<file path="src/line_follow_robot_motor_controller_assert.svh">
// Assertion macros for the motor controller.
`ifndef LINE_FOLLOW_ROBOT_MOTOR_CONTROLLER_ASSERT_SVH
`define LINE_FOLLOW_ROBOT_MOTOR_CONTROLLER_ASSERT_SVH
`ifndef SYNTHESIS
`define LFR_ASSERT(lbl, cond, msg) \
  lbl: assert property (@(posedge clk) disable iff (!rst_n) (cond)) else $error(msg);
`define LFR_ASSERT_NEXT(lbl, ante, cons, msg) \
  lbl: assert property (@(posedge clk) disable iff (!rst_n) (ante) |=> (cons)) else $error(msg);
`else
`define LFR_ASSERT(lbl, cond, msg)
`define LFR_ASSERT_NEXT(lbl, ante, cons, msg)
`endif
`endif

</file>
<file path="src/lfr_pkg.sv">
package lfr_pkg;

  localparam logic [1:0] MODE_STOP   = 2'd0;
  localparam logic [1:0] MODE_FOLLOW = 2'd1;
  localparam logic [1:0] MODE_DANCE  = 2'd2;

  localparam logic [1:0] LED_DARK  = 2'd0;
  localparam logic [1:0] LED_SIDE1 = 2'd1;
  localparam logic [1:0] LED_SIDE2 = 2'd2;

  localparam logic FUNC_SAMPLE = 1'b0;
  localparam logic FUNC_TICK   = 1'b1;

  localparam logic [2:0] CFG_LINE_THRESHOLD    = 3'd0;
  localparam logic [2:0] CFG_SPEED_SLOW        = 3'd1;
  localparam logic [2:0] CFG_SPEED_SLOW_MEDIUM = 3'd2;
  localparam logic [2:0] CFG_SPEED_MEDIUM      = 3'd3;
  localparam logic [2:0] CFG_SPEED_FAST        = 3'd4;
  localparam logic [2:0] CFG_LED_PERIOD        = 3'd5;

  localparam logic [7:0] RST_LINE_THRESHOLD    = 8'd235;
  localparam logic [9:0] RST_SPEED_SLOW        = 10'd750;
  localparam logic [9:0] RST_SPEED_SLOW_MEDIUM = 10'd800;
  localparam logic [9:0] RST_SPEED_MEDIUM      = 10'd850;
  localparam logic [9:0] RST_SPEED_FAST        = 10'd1000;
  localparam logic [7:0] RST_LED_PERIOD        = 8'd10;

  localparam int DEF_DANCE_TURN_AT  = 100;
  localparam int DEF_DANCE_HALT_AT  = 200;
  localparam int DEF_DANCE_SPIN_AT  = 250;
  localparam int DEF_DANCE_PIVOT_AT = 450;
  localparam int DEF_DANCE_END_AT   = 600;

  // flag bits
  localparam int FL_LEFT_LAST  = 0;
  localparam int FL_LEFT2      = 1;
  localparam int FL_LEFT1      = 2;
  localparam int FL_RIGHT1     = 3;
  localparam int FL_RIGHT2     = 4;
  localparam int FL_RIGHT_LAST = 5;

  typedef struct packed {
    logic [7:0] line_threshold;
    logic [9:0] speed_slow;
    logic [9:0] speed_slow_medium;
    logic [9:0] speed_medium;
    logic [9:0] speed_fast;
    logic [7:0] led_period_eff;
  } cfg_t;

  typedef struct packed {
    logic [1:0]  mode;
    logic        button_latch;
    logic [1:0]  channel;
    logic [5:0]  line_flags;
    logic [15:0] dance_ticks;
    logic [7:0]  led_ticks;
    logic [7:0]  led_rem;
    logic [9:0]  left_duty;
    logic [9:0]  right_duty;
    logic        forward;
    logic [1:0]  led;
  } state_t;

  typedef struct packed {
    logic       func;
    logic [7:0] sample;
    logic       button_pressed;
  } item_t;

endpackage

</file>
<file path="src/lfr_rem.sv">
module lfr_rem (
  input  logic       clk,
  input  logic       rst_n,
  input  logic       start,
  input  logic [7:0] dividend,
  input  logic [7:0] divisor,
  output logic       busy,
  output logic       done,
  output logic [7:0] rem
);

  logic       busy_r, busy_nxt;
  logic [2:0] cnt_r, cnt_nxt;
  logic [7:0] rem_r, rem_nxt;
  logic [8:0] trial;

  always_comb begin
    busy_nxt = busy_r;
    cnt_nxt  = cnt_r;
    rem_nxt  = rem_r;
    done     = 1'b0;
    trial    = {rem_r, dividend[cnt_r]};
    if (start) begin
      busy_nxt = 1'b1;
      cnt_nxt  = 3'd7;
      rem_nxt  = 8'd0;
    end else if (busy_r) begin
      if (trial >= {1'b0, divisor}) begin
        rem_nxt = 8'(trial - {1'b0, divisor});
      end else begin
        rem_nxt = trial[7:0];
      end
      cnt_nxt = cnt_r - 3'd1;
      if (cnt_r == 3'd0) begin
        busy_nxt = 1'b0;
        done     = 1'b1;
      end
    end
  end

  always_ff @(posedge clk) begin
    if (!rst_n) begin
      busy_r <= 1'b0;
      cnt_r  <= 3'd0;
    end else begin
      busy_r <= busy_nxt;
      cnt_r  <= cnt_nxt;
    end
    rem_r <= rem_nxt;
  end

  assign busy = busy_r;
  assign rem  = rem_nxt;

endmodule

</file>
<file path="src/lfr_core.sv">
module lfr_core #(
  parameter int DANCE_TURN_AT  = lfr_pkg::DEF_DANCE_TURN_AT,
  parameter int DANCE_HALT_AT  = lfr_pkg::DEF_DANCE_HALT_AT,
  parameter int DANCE_SPIN_AT  = lfr_pkg::DEF_DANCE_SPIN_AT,
  parameter int DANCE_PIVOT_AT = lfr_pkg::DEF_DANCE_PIVOT_AT,
  parameter int DANCE_END_AT   = lfr_pkg::DEF_DANCE_END_AT
) (
  input  lfr_pkg::item_t  item,
  input  lfr_pkg::cfg_t   cfg,
  input  lfr_pkg::state_t st,
  output lfr_pkg::state_t nxt
);

  localparam logic [15:0] TURN_AT  = 16'(DANCE_TURN_AT);
  localparam logic [15:0] HALT_AT  = 16'(DANCE_HALT_AT);
  localparam logic [15:0] SPIN_AT  = 16'(DANCE_SPIN_AT);
  localparam logic [15:0] PIVOT_AT = 16'(DANCE_PIVOT_AT);
  localparam logic [15:0] END_AT   = 16'(DANCE_END_AT);

  logic [5:0] mask;
  logic [5:0] f;
  logic [8:0] rem_inc;
  logic [15:0] t;

  always_comb begin
    nxt     = st;
    mask    = 6'd0;
    f       = st.line_flags;
    rem_inc = {1'b0, st.led_rem} + 9'd1;
    t       = st.dance_ticks;
    case (st.channel)
      2'd0:    mask[lfr_pkg::FL_RIGHT2] = 1'b1;
      2'd1:    mask[lfr_pkg::FL_RIGHT1] = 1'b1;
      2'd2:    mask[lfr_pkg::FL_LEFT1]  = 1'b1;
      default: mask[lfr_pkg::FL_LEFT2]  = 1'b1;
    endcase

    if (item.func == lfr_pkg::FUNC_SAMPLE) begin
      if (st.mode == lfr_pkg::MODE_STOP) begin
        nxt.left_duty  = 10'd0;
        nxt.right_duty = 10'd0;
      end else if (st.mode == lfr_pkg::MODE_FOLLOW) begin
        nxt.forward = 1'b1;
        if (item.sample > cfg.line_threshold) begin
          f = f | mask;
          if (st.channel[1]) begin
            f[lfr_pkg::FL_LEFT_LAST]  = 1'b1;
            f[lfr_pkg::FL_RIGHT_LAST] = 1'b0;
          end else begin
            f[lfr_pkg::FL_RIGHT_LAST] = 1'b1;
            f[lfr_pkg::FL_LEFT_LAST]  = 1'b0;
          end
        end else begin
          f = f & ~mask;
        end
        nxt.line_flags = f;
        if (f[lfr_pkg::FL_LEFT2]) begin
          nxt.left_duty  = cfg.speed_slow;
          nxt.right_duty = cfg.speed_medium;
        end else if (f[lfr_pkg::FL_LEFT1] && f[lfr_pkg::FL_RIGHT1]) begin
          nxt.left_duty  = cfg.speed_medium;
          nxt.right_duty = cfg.speed_medium;
        end else if (f[lfr_pkg::FL_LEFT1]) begin
          nxt.left_duty  = cfg.speed_slow_medium;
          nxt.right_duty = cfg.speed_medium;
        end else if (f[lfr_pkg::FL_RIGHT1]) begin
          nxt.left_duty  = cfg.speed_medium;
          nxt.right_duty = cfg.speed_slow_medium;
        end else if (f[lfr_pkg::FL_RIGHT2]) begin
          nxt.left_duty  = cfg.speed_medium;
          nxt.right_duty = cfg.speed_slow;
        end else if (f[lfr_pkg::FL_LEFT_LAST]) begin
          nxt.left_duty  = 10'd0;
          nxt.right_duty = cfg.speed_medium;
        end else if (f[lfr_pkg::FL_RIGHT_LAST]) begin
          nxt.left_duty  = cfg.speed_medium;
          nxt.right_duty = 10'd0;
        end else begin
          nxt.left_duty  = cfg.speed_medium;
          nxt.right_duty = cfg.speed_medium;
        end
      end
      nxt.channel = st.channel + 2'd1;
    end else begin
      if (item.button_pressed) begin
        nxt.button_latch = 1'b1;
      end else if (st.button_latch) begin
        nxt.button_latch = 1'b0;
        case (st.mode)
          lfr_pkg::MODE_STOP: begin
            nxt.mode    = lfr_pkg::MODE_FOLLOW;
            nxt.channel = 2'd0;
          end
          lfr_pkg::MODE_FOLLOW: begin
            nxt.mode        = lfr_pkg::MODE_DANCE;
            nxt.forward     = 1'b1;
            nxt.dance_ticks = 16'd0;
          end
          default: nxt.mode = lfr_pkg::MODE_STOP;
        endcase
      end

      if (nxt.mode == lfr_pkg::MODE_DANCE) begin
        t = nxt.dance_ticks;
        if (t == 16'd0) begin
          nxt.left_duty  = cfg.speed_medium;
          nxt.right_duty = cfg.speed_medium;
        end else if (t == TURN_AT) begin
          nxt.left_duty  = 10'd0;
          nxt.right_duty = cfg.speed_medium;
        end else if (t == HALT_AT) begin
          nxt.left_duty  = 10'd0;
          nxt.right_duty = 10'd0;
        end else if (t == SPIN_AT) begin
          nxt.left_duty  = cfg.speed_fast;
          nxt.right_duty = cfg.speed_medium;
        end else if (t == PIVOT_AT) begin
          nxt.left_duty  = cfg.speed_fast;
          nxt.right_duty = 10'd0;
        end
        if (t >= END_AT) begin
          nxt.left_duty  = 10'd0;
          nxt.right_duty = 10'd0;
        end
        nxt.dance_ticks = t + 16'd1;
      end

      // led_rem tracks led_ticks modulo the period
      if (st.led_rem == 8'd0) begin
        nxt.led = (st.led == lfr_pkg::LED_SIDE2) ? lfr_pkg::LED_SIDE1 : lfr_pkg::LED_SIDE2;
      end
      nxt.led_ticks = st.led_ticks + 8'd1;
      if (st.led_ticks == 8'hFF || rem_inc == {1'b0, cfg.led_period_eff}) begin
        nxt.led_rem = 8'd0;
      end else begin
        nxt.led_rem = rem_inc[7:0];
      end
    end
  end

endmodule

</file>
<file path="src/line_follow_robot_motor_controller.sv">
// An input transfer is captured in the input register, and its result in the result register.
// Throughput: one item per cycle while out_tready is high and no led_period write is busy.
// After a write to led_period, in_tready and cfg_ready are low while the bit-serial
// remainder of the LED tick count by the new period is computed.
// Reset: synchronous active-low rst_n; state, settings and valids to reset values.
module line_follow_robot_motor_controller #(
  parameter int DANCE_TURN_AT  = lfr_pkg::DEF_DANCE_TURN_AT,
  parameter int DANCE_HALT_AT  = lfr_pkg::DEF_DANCE_HALT_AT,
  parameter int DANCE_SPIN_AT  = lfr_pkg::DEF_DANCE_SPIN_AT,
  parameter int DANCE_PIVOT_AT = lfr_pkg::DEF_DANCE_PIVOT_AT,
  parameter int DANCE_END_AT   = lfr_pkg::DEF_DANCE_END_AT
) (
  input  logic        clk,
  input  logic        rst_n,
  input  logic        in_tvalid,
  output logic        in_tready,
  input  logic [15:0] in_tdata,  // sample[7:0], button_pressed[8], zero pad
  input  logic        in_tuser,  // func
  output logic        out_tvalid,
  input  logic        out_tready,
  // left_speed[9:0], right_speed[19:10], drive_forward[20], led_state[22:21],
  // mode_now[24:23], sensor_channel[26:25], zero pad
  output logic [31:0] out_tdata,
  input  logic        cfg_valid,
  output logic        cfg_ready,
  input  logic [2:0]  cfg_index,
  input  logic [9:0]  cfg_data
);

  `include "line_follow_robot_motor_controller_assert.svh"

  logic [7:0] line_threshold_r;
  logic [9:0] speed_slow_r, speed_slow_medium_r, speed_medium_r, speed_fast_r;
  logic [7:0] led_period_r;

  lfr_pkg::cfg_t   cfg;
  lfr_pkg::state_t st_r, st_nxt;
  lfr_pkg::item_t  item_r;
  logic            in_valid_r;
  logic            out_valid_r;
  logic [31:0]     out_data_r;
  logic            adv;
  logic            cfg_xfer;
  logic            rem_start, rem_busy, rem_done;
  logic [7:0]      rem_val;

  assign cfg.line_threshold    = line_threshold_r;
  assign cfg.speed_slow        = speed_slow_r;
  assign cfg.speed_slow_medium = speed_slow_medium_r;
  assign cfg.speed_medium      = speed_medium_r;
  assign cfg.speed_fast        = speed_fast_r;
  assign cfg.led_period_eff    = (led_period_r == 8'd0) ? 8'd1 : led_period_r;

  assign cfg_ready = !rem_busy;
  assign cfg_xfer  = cfg_valid && cfg_ready;
  assign rem_start = cfg_xfer && (cfg_index == lfr_pkg::CFG_LED_PERIOD);

  assign adv       = in_valid_r && (!out_valid_r || out_tready);
  assign in_tready = !rem_busy && (!in_valid_r || adv);

  always_ff @(posedge clk) begin
    if (!rst_n) begin
      line_threshold_r    <= lfr_pkg::RST_LINE_THRESHOLD;
      speed_slow_r        <= lfr_pkg::RST_SPEED_SLOW;
      speed_slow_medium_r <= lfr_pkg::RST_SPEED_SLOW_MEDIUM;
      speed_medium_r      <= lfr_pkg::RST_SPEED_MEDIUM;
      speed_fast_r        <= lfr_pkg::RST_SPEED_FAST;
      led_period_r        <= lfr_pkg::RST_LED_PERIOD;
    end else if (cfg_xfer) begin
      case (cfg_index)
        lfr_pkg::CFG_LINE_THRESHOLD:    line_threshold_r    <= cfg_data[7:0];
        lfr_pkg::CFG_SPEED_SLOW:        speed_slow_r        <= cfg_data;
        lfr_pkg::CFG_SPEED_SLOW_MEDIUM: speed_slow_medium_r <= cfg_data;
        lfr_pkg::CFG_SPEED_MEDIUM:      speed_medium_r      <= cfg_data;
        lfr_pkg::CFG_SPEED_FAST:        speed_fast_r        <= cfg_data;
        lfr_pkg::CFG_LED_PERIOD:        led_period_r        <= cfg_data[7:0];
        default: ;
      endcase
    end
  end

  lfr_rem u_rem (
    .clk      (clk),
    .rst_n    (rst_n),
    .start    (rem_start),
    .dividend (st_r.led_ticks),
    .divisor  (cfg.led_period_eff),
    .busy     (rem_busy),
    .done     (rem_done),
    .rem      (rem_val)
  );

  lfr_core #(
    .DANCE_TURN_AT  (DANCE_TURN_AT),
    .DANCE_HALT_AT  (DANCE_HALT_AT),
    .DANCE_SPIN_AT  (DANCE_SPIN_AT),
    .DANCE_PIVOT_AT (DANCE_PIVOT_AT),
    .DANCE_END_AT   (DANCE_END_AT)
  ) u_core (
    .item (item_r),
    .cfg  (cfg),
    .st   (st_r),
    .nxt  (st_nxt)
  );

  always_ff @(posedge clk) begin
    if (!rst_n) begin
      in_valid_r  <= 1'b0;
      out_valid_r <= 1'b0;
      st_r        <= '0;
    end else begin
      if (in_tready) begin
        in_valid_r <= in_tvalid;
      end else if (adv) begin
        in_valid_r <= 1'b0;
      end
      if (adv) begin
        out_valid_r <= 1'b1;
      end else if (out_tready) begin
        out_valid_r <= 1'b0;
      end
      if (adv) begin
        st_r <= st_nxt;
      end else if (rem_done) begin
        st_r.led_rem <= rem_val;
      end
    end
    if (in_tready && in_tvalid) begin
      item_r.func           <= in_tuser;
      item_r.sample         <= in_tdata[7:0];
      item_r.button_pressed <= in_tdata[8];
    end
    if (adv) begin
      out_data_r <= {5'd0, st_nxt.channel, st_nxt.mode, st_nxt.led, st_nxt.forward,
                     st_nxt.right_duty, st_nxt.left_duty};
    end
  end

  assign out_tvalid = out_valid_r;
  assign out_tdata  = out_data_r;

  `LFR_ASSERT(a_busy_blocks_input, !(rem_busy && in_tready), "input taken during remainder")
  `LFR_ASSERT(a_rem_in_range, rem_busy || (st_r.led_rem < cfg.led_period_eff), "bad led remainder")
  `LFR_ASSERT(a_mode_legal, st_r.mode != 2'd3, "illegal mode")
  `LFR_ASSERT_NEXT(a_adv_fills_out, adv, out_valid_r, "result lost")

endmodule

</file>
<file path="config.mk">
export PLATFORM = sky130hd
export DESIGN_NAME = line_follow_robot_motor_controller
export DESIGN_NICKNAME = d
export VERILOG_FILES = /design/src/lfr_pkg.sv /design/src/lfr_rem.sv /design/src/lfr_core.sv /design/src/line_follow_robot_motor_controller.sv
export VERILOG_INCLUDE_DIRS = /design/src /design/src/src
export SDC_FILE = /design/constraint.sdc
export NUM_CORES = 1
export LEC_CHECK = 0
export BUFFER_PORTS_ARGS = -buffer_cell sky130_fd_sc_hd__clkbuf_2
export CORE_MARGIN = 5
export CORE_UTILIZATION = 32
export DETAILED_ROUTE_END_ITERATION = 7
export PLACE_DENSITY = 0.51
export SLEW_MARGIN = 0
export SYNTH_ARGS = -nofsm -noshare
export SYNTH_HDL_FRONTEND = slang
export SYNTH_SLANG_ARGS = --single-unit
</file>
<file path="constraint.sdc">
create_clock -name clk -period 3.8 [get_ports clk]
set_clock_uncertainty 0.05 [all_clocks]
set_input_delay 0.76 -clock clk [delete_from_list [all_inputs] [get_ports clk]]
set_output_delay 0.76 -clock clk [all_outputs]
set_load 0.01 [all_outputs]
</file>
==> results of run 1 <==
-- layout make-up --
type / count / area, µm²
multi-input cells: 844 / 5270
clock buffers: 21 / 482
well taps: 390 / 488
clock inverters: 11 / 106
repair buffers: 75 / 433
inverters: 57 / 214
fillers: 3019 / 18900
flip-flops and latches: 173 / 3830
-- flip-flops by register name, indices dropped and copies added (netlist names) --
| signal | flops |
|---|---|
| line_threshold_r | 8 |
| speed_slow_medium_r | 10 |
| u_rem.cnt_r | 3 |
| out_tdata | 27 |
| speed_slow_r | 10 |
| u_rem.rem_r | 8 |
| speed_medium_r | 10 |
| out_tvalid | 1 |
| item_r | 10 |
| u_rem.busy | 1 |
| speed_fast_r | 10 |
| in_valid_r | 1 |
| st_r | 66 |
| led_period_r | 8 |
-- synth_stat cells (all sizes together), types with 6 or more instances --
cell     instances  area share [%]
or2             10            0.65
buf             26             1.8
ha              28             3.6
o21ai           48             2.6
o31ai           22             2.0
a21oi           85             4.4
mux2i           21             2.3
nand4           21             1.7
xnor2           12             1.1
nand2          185             7.2
a211oi          14             1.1
nor2            87             3.5
a221o           10             1.0
a21o            10            0.78
o211ai          18             1.4
edfxtp          37              11
nand3           62             3.2
o2bb2ai          8            0.72
dfxtp          136              28
and3            12            0.78
and2             9            0.58
a221oi           9            0.82
o31a             8            0.74
nor2b           10            0.65
nor3            22             1.3
nor4             8            0.74
a31oi           13             1.0
clkbuf          45             1.8
xor2            15             1.4
inv             57             2.2
o21a             7            0.54
a22oi            6            0.47
nand2b           7            0.45
-- cell families after synthesis --
| family | Yosys count | synth area share [%] |
|---|---|---|
| XOR/XNOR | 27 | 2.45 |
| adder cells (fa/ha/maj) | 29 | 3.83 |
| AO/OA/AOI/OAI | 301 | 22.1 |
| flip-flops | 173 | 39.6 |
| buffers and inverters | 130 | 6.02 |
| other | 1 | 0.0388 |
| multiplexers | 26 | 3.12 |
| AND/OR/NAND/NOR | 456 | 22.8 |
-- path summary, 6_finish.rpt --
kind | startpoint | end | slack, ns | depth (start not counted)
max | u_rem.cnt_r[0] | st_r[29] | 0.48 | 11
min | line_threshold_r[4] | line_threshold_r[4] | 0.41 | 2
max reg2reg | u_rem.cnt_r[0] | st_r[29] | 0.48 | 11
min reg2reg | line_threshold_r[4] | line_threshold_r[4] | 0.41 | 2
-- metrics by stage --
stage                     hold WS [ns]  utilization, %  worst slack [ns]
after global placement           0.395            34.4             0.415
after CTS                        0.408            36.4             0.351
after global routing             0.424            36.4             0.141
after floorplan                  0.386               -             0.808
after detailed placement         0.398            34.4             0.395
final                            0.408            36.4             0.479
-- per-layer routing --
| metal | track usage [%] | vias to the layer above |
|---|---|---|
| li1 | - | 4173 |
| met1 | 23.9 | 3981 |
| met2 | 25.1 | 231 |
| met3 | 2.73 | 27 |
| met4 | 3.90 | 0 |
| met5 | 0 | - |
-- repair_timing --
action	CTS	global route
setup endpoints to repair	0	1
resized for setup	0	1
hold buffers	0	0
-- critical path, cell delays in order, from the launching register on --
cell and delay [ns]:
dfxtp_1 0.43, mux4_2 0.53, mux2i_1 0.20, ha_1 0.23, nor2b_1 0.05, o21ai_0 0.20, a21oi_1 0.14, o31ai_1 0.29
a22o_2 0.35, mux2i_1 0.39, o32ai_1 0.14, o21a_1 0.19
-- power by group --
part           switching, W  internal [W]  total (W)
Combinational      0.000419      0.000279   0.000698
Sequential        0.0000637       0.00196    0.00203
Clock              0.000786      0.000986    0.00177
==> PnR_summary.wiki, run 1 <==
{| class="wikitable"
! Metric !! Value
|-
| Wire length of the first global-routing pass || around 44000 µm
|-
| Most frequent cells in the layout || nand2_1 (185), dfxtp_1 (136), nor2_1 (85), a21oi_1 (85), nand3_1 (62)
|-
| Distinct cells, synth || 95
|-
| First-pass iteration count of the detailed router || 5
|-
| Cell area after layout || ~11000 µm²
|-
| Highest ir drop seen on vdd || 0.289 mV
|-
| Number of DRC violations after detailed routing || 0
|-
| Total instance count after detailed placement || 1539
|-
| Required time worst endpoint || between 4 and 5 ns
|-
| Clock tree from TritonCTS || built
|-
| Unrepaired setup endpoints after global routing || no
|-
| Cts bufs inserted || 17
|-
| Routed length on met1 || 13700 µm
|-
| Clock-pin slew on the worst setup and hold paths || 0.07 ns
|-
| Leakage power total || 4.04 nW
|-
| Post-Layout Cell Count || 1571
|-
| Slew of the pin with the lowest slew margin || 0.748 ns
|-
| CP Data Arrival Time || around 3.6 ns
|-
| Crit end category || flip-flop
|-
| # diodes || 0
|-
| Clock insertion delay at the later pin of the skew report || around 0.44 ns
|-
| Initial DRC count || between 600 and 700
|-
| Power density relative to cell area || 415 nW/µm²
|-
| PnR Total Power || 0.00450 W
|-
| Global router's overall resource usage || 16.3%
|-
| Maximum clock frequency || 301 MHz
|-
| Worst slew margin relative to its limit || roughly half
|-
| Met3 WL post-DR || 1390 µm
|-
| Setup-violating endpoint count in the final report || 0
|-
| FP Rows || 63
|-
| Vias per cell || 5.35
|-
| Growth of design area from synthesis to finish || 12.0%
|-
| Crit-path max FO || 8
|-
| Final-stage net count || 1232
|-
| # IOs || 70
|-
| Count of flip-flops with a built-in enable after synthesis || 37
|-
| Final period demand of the worst path || 3.32 ns
|-
| Result of the run || completed
|-
| Kind of launch point of the worst setup path || flip-flop
|-
| Largest net degree at the start of global routing || 63
|-
| Vias in the first global route || just under 8000
|-
| Mean area per synthesized cell || roughly 8.5 µm²
|-
| Part of the cycle the worst path needs || 87.4%
|-
| Sequential-to-total area share from yosys stat || between 30% and 40%
|-
| Max-cap violations || 0
|-
| Last weighted congestion value of the routability-driven placer || between 0.8 and 0.9
|-
| Setup TNS after final layout || 0 ns
|-
| Count of nets left with antenna violations after detail routing || 0
|-
| Routed wire length on met2 || about 12000 µm
|-
| Area of the die || 33800 µm²
|-
| Number of port buffers || 57
|-
| Die width || between 150 and 200 µm
|-
| Detailed placement HPWL || between 20000 and 25000 µm
|-
| Hold Crit Class || reg -> reg
|-
| Antenna violations before repair || 0
|-
| Core region area || just under 30000 µm²
|-
| Setup fix buffers added after clock tree synthesis || 0
|-
| Dpl cell area || approximately 10000 µm²
|-
| Wire length after detailed routing || 27800 µm
|-
| Starting density of the core || 32.5%
|-
| Ys flop type || dfxtp_1
|-
| Average detailed-routed wire length per instance || 17.7 µm
|-
| Max-slew violations || 0
|-
| Startpoint-to-endpoint class of the critical path || reg -> reg
|-
| Share of post-route cells with drive strength above 1 || 12.6%
|-
| Hold Violations, Final || 0
|-
| Buffer levels on the longest clock path || 2
|-
| Number of H-tree levels || 4
|-
| Fraction of registers with async set or reset after synthesis || 0%
|-
| Top Layer Used || met4
|-
| Post-synthesis register bit count || roughly 170
|-
| Die height || roughly 180 µm
|-
| Synth Cell Area || 9670 µm²
|-
| Clk sink count || 173
|-
| Number of instances in the synthesized netlist || around 1100
|-
| Overall via count from detail_route || 8412
|-
| GRT Residual Overflow || 0
|-
| Most common cell after layout, fill and taps aside || nand2_1
|-
| CTS Root Buffer Type || clkbuf_16
|-
| Total of warnings raised by yosys || 0
|}
Power figures use the tool's default switching activity.
==> run 2, diff against run 1 <==
==> constraint.sdc (replaced) <==
create_clock -name clk -period 3.8 [get_ports clk]
set_clock_uncertainty 0.05 [all_clocks]
set_input_delay 0.19 -clock clk [delete_from_list [all_inputs] [get_ports clk]]
set_output_delay 0.19 -clock clk [all_outputs]
set_load 0.01 [all_outputs]
==> run 2 against run 1 <==
Net effect: register-to-register slack worse by 0.07 ns; hold slack got worse by 0.36 ns; die area stayed put; worst setup slack got worse by 0.068 ns.
==> PnR_summary.wiki, run 2 (synthesis results as in run 1) <==
{| class="wikitable"
! Metric !! Value
|-
| Result of the run || completed
|-
| Crit-path max FO || 8
|-
| First-pass iteration count of the detailed router || 5
|-
| Most frequent cells in the layout || nand2_1 (185), dfxtp_1 (136), nor2_1 (85), a21oi_1 (85), nand3_1 (62)
|-
| Highest ir drop seen on vdd || 0.260 mV
|-
| Last weighted congestion value of the routability-driven placer || between 0.8 and 0.9
|-
| Total instance count after detailed placement || between 1500 and 2000
|-
| Maximum clock frequency || 295 MHz
|-
| Met1 Resource Use GR || between 20% and 30%
|-
| CTS Root Buffer Type || clkbuf_16
|-
| Unrepaired setup endpoints after global routing || no
|-
| Count of nets left with antenna violations after detail routing || 0
|-
| Fill count || 3081
|-
| Startpoint-to-endpoint class of the critical path || reg -> reg
|-
| Worst r2r src || u_rem.cnt_r[0]
|-
| Antenna violations before repair || 0
|-
| Average detailed-routed wire length per instance || 17.4 µm
|-
| Clock tree from TritonCTS || built
|-
| Slew of the pin with the lowest slew margin || 0.793 ns
|-
| Critical register-to-register path endpoint || st_r[25]
|-
| Starting density of the core || 32.5%
|-
| GR Util met3 || 2.51%
|-
| # IOs || 70
|-
| FF-to-FF path depth || 11
|-
| CP Data Arrival Time || roughly 3.7 ns
|-
| Number of port buffers || 57
|-
| Core region area || about 30000 µm²
|-
| Largest net degree at the start of global routing || 57
|-
| Setup TNS after final layout || 0 ns
|-
| Setup-violating endpoint count in the final report || 0
|-
| Die height || approximately 180 µm
|-
| Dpl cell area || 10200 µm²
|-
| Internal reg-to-reg setup slack || 0.41 ns
|-
| Footprint of the multi-input gates || ~5300 µm²
|-
| Part of the cycle the worst path needs || 89.2%
|-
| Die width || 184 µm
|-
| Vias per cell || 5.30
|-
| Largest incremental delay on the critical path || 0.52 ns
|-
| Hold Violations, Final || 0
|-
| Wire length after detailed routing || approximately 28000 µm
|-
| Final-stage net count || 1242
|-
| Growth of design area from synthesis to finish || 13.1%
|-
| Number of flip-flops under the largest register name || 66
|-
| Clock-pin slew on the worst setup and hold paths || 0.08 ns
|-
| Worst-path cell with the longest stage delay || mux4_2
|-
| Cts bufs inserted || 17
|-
| Share of post-route cells with drive strength above 1 || 12.5%
|-
| Register with the most flip-flops || st_r
|-
| Wire length of the first global-routing pass || ~44000 µm
|-
| Vias in the first global route || 7894
|-
| Clock insertion delay at the later pin of the skew report || 0.44 ns
|-
| # diodes || 0
|-
| Top cell by count, worst path || mux2i_1
|-
| Final period demand of the worst path || between 3 and 4 ns
|-
| Max-slew violations || 0
|-
| Global router's overall resource usage || 16.3%
|-
| Number of buffers and inverters on the critical path || 0
|-
| Most common cell after layout, fill and taps aside || nand2_1
|-
| Cell-by-cell trace of the critical path || mux4_2, mux2i_1, ha_1, nor2b_1, o21ai_0, a21oi_1, o31ai_1, a22o_2, mux2i_1, a211oi_1, o311a_1
|-
| Overall via count from detail_route || 8374
|-
| Power density relative to cell area || 417 nW/µm²
|-
| Buffer levels on the longest clock path || 2
|-
| Number of DRC violations after detailed routing || 0
|-
| GRT Residual Overflow || 0
|-
| Global-route met2 utilization || 24.8%
|-
| Max-cap violations || 0
|-
| FP Rows || 63
|-
| Initial DRC count || 629
|-
| Leakage power total || 4.06 nW
|-
| Post-Layout Cell Count || roughly 1600
|-
| CP Capture Point || st_r[25]
|-
| Worst slew margin relative to its limit || between 40% and 50%
|-
| FF+latch area || around 3800 µm²
|-
| Cell area after layout || 10900 µm²
|-
| Required time worst endpoint || slightly above 4 ns
|-
| Hold Crit Class || in -> reg
|-
| CP delay by family, top || compound AO/OA/AOI/OAI gates
|-
| Crit end category || flip-flop
|-
| Area of the die || 33800 µm²
|-
| Global-route layer with the greatest usage || met2
|-
| Detailed placement HPWL || 20000 µm
|-
| Critical path launch point || u_rem.cnt_r[0]
|-
| Kind of launch point of the worst setup path || flip-flop
|-
| Number of H-tree levels || 4
|-
| Clk sink count || 173
|-
| Number of logic stages on the critical path including buffering || 11
|}
==> run 2: power breakdown <==
| group | switching, W | total, W | internal [W] | leakage, nW |
|---|---|---|---|---|
| combinational | 0.000414 | 0.000685 | 0.000271 | 2.32 |
| sequential | 0.0000634 | 0.00203 | 0.00196 | 1.47 |
| clock | 0.000847 | 0.00184 | 0.000996 | 0.281 |
==> run 2: what timing repair did <==
action                                  4_1_cts  5_1_grt
endpoints found under the hold margin        11        0
hold buffers                                 11        0
endpoints found under the setup margin        0        2
setup buffers                                 0        0
resized for setup                             0        1
==> run 2: final cells by class <==
cell class	count	share of cell area, %
Clock buffer	17	3.89
Clock inverter	15	1.63
Inverter	57	1.96
Multi-Input combinational cell	844	48.2
Sequential cell	173	35.1
Tap cell	390	4.46
Timing Repair Buffer	85	4.78
==> run 2: worst reg2reg max path, stage by stage, from the launching register on <==
cell,delay [ns]
dfxtp_1,0.44
mux4_2,0.52
mux2i_1,0.20
ha_1,0.23
nor2b_1,0.06
o21ai_0,0.24
a21oi_1,0.15
o31ai_1,0.34
a22o_2,0.37
mux2i_1,0.23
a211oi_1,0.11
o311a_1,0.34
==> run 2: per-stage QoR <==
step | total power, W | setup slack (ns) | hold WS, ns | util [%]
floorplan | 0.00256 | 0.808 | 0.239 | -
global placement | 0.00274 | 0.334 | 0.319 | 34.4
detailed placement | 0.00274 | 0.257 | 0.319 | 34.4
CTS | 0.00460 | 0.245 | 0.0306 | 36.8
global route | 0.00477 | 0.130 | 0.0571 | 36.8
finish | 0.00455 | 0.410 | 0.0442 | 36.8
==> run 2: worst min path at each step <==
stage / startpoint / endpoint / slack, ns / cells after the start
3_3_place_gp: in_tuser / item_r[9] / 0.32 / 1
4_1_cts: cfg_data[9] / speed_fast_r[9] / 0.03 / 3
5_1_grt: cfg_data[5] / speed_medium_r[5] / 0.06 / 3
6_report: cfg_data[9] / speed_fast_r[9] / 0.04 / 3
3_5_place_dp: in_tuser / item_r[9] / 0.32 / 1
2_1_floorplan: in_tdata[8] / item_r[0] / 0.24 / 0
==> run 2: metal layers <==
| metal | wire (µm) | part of all wire (%) |
|---|---|---|
| met3 | 1360 | 4.9 |
| met5 | 0 | 0 |
| met1 | 13800 | 50 |
| met2 | 11900 | 43 |
| met4 | 484 | 1.8 |
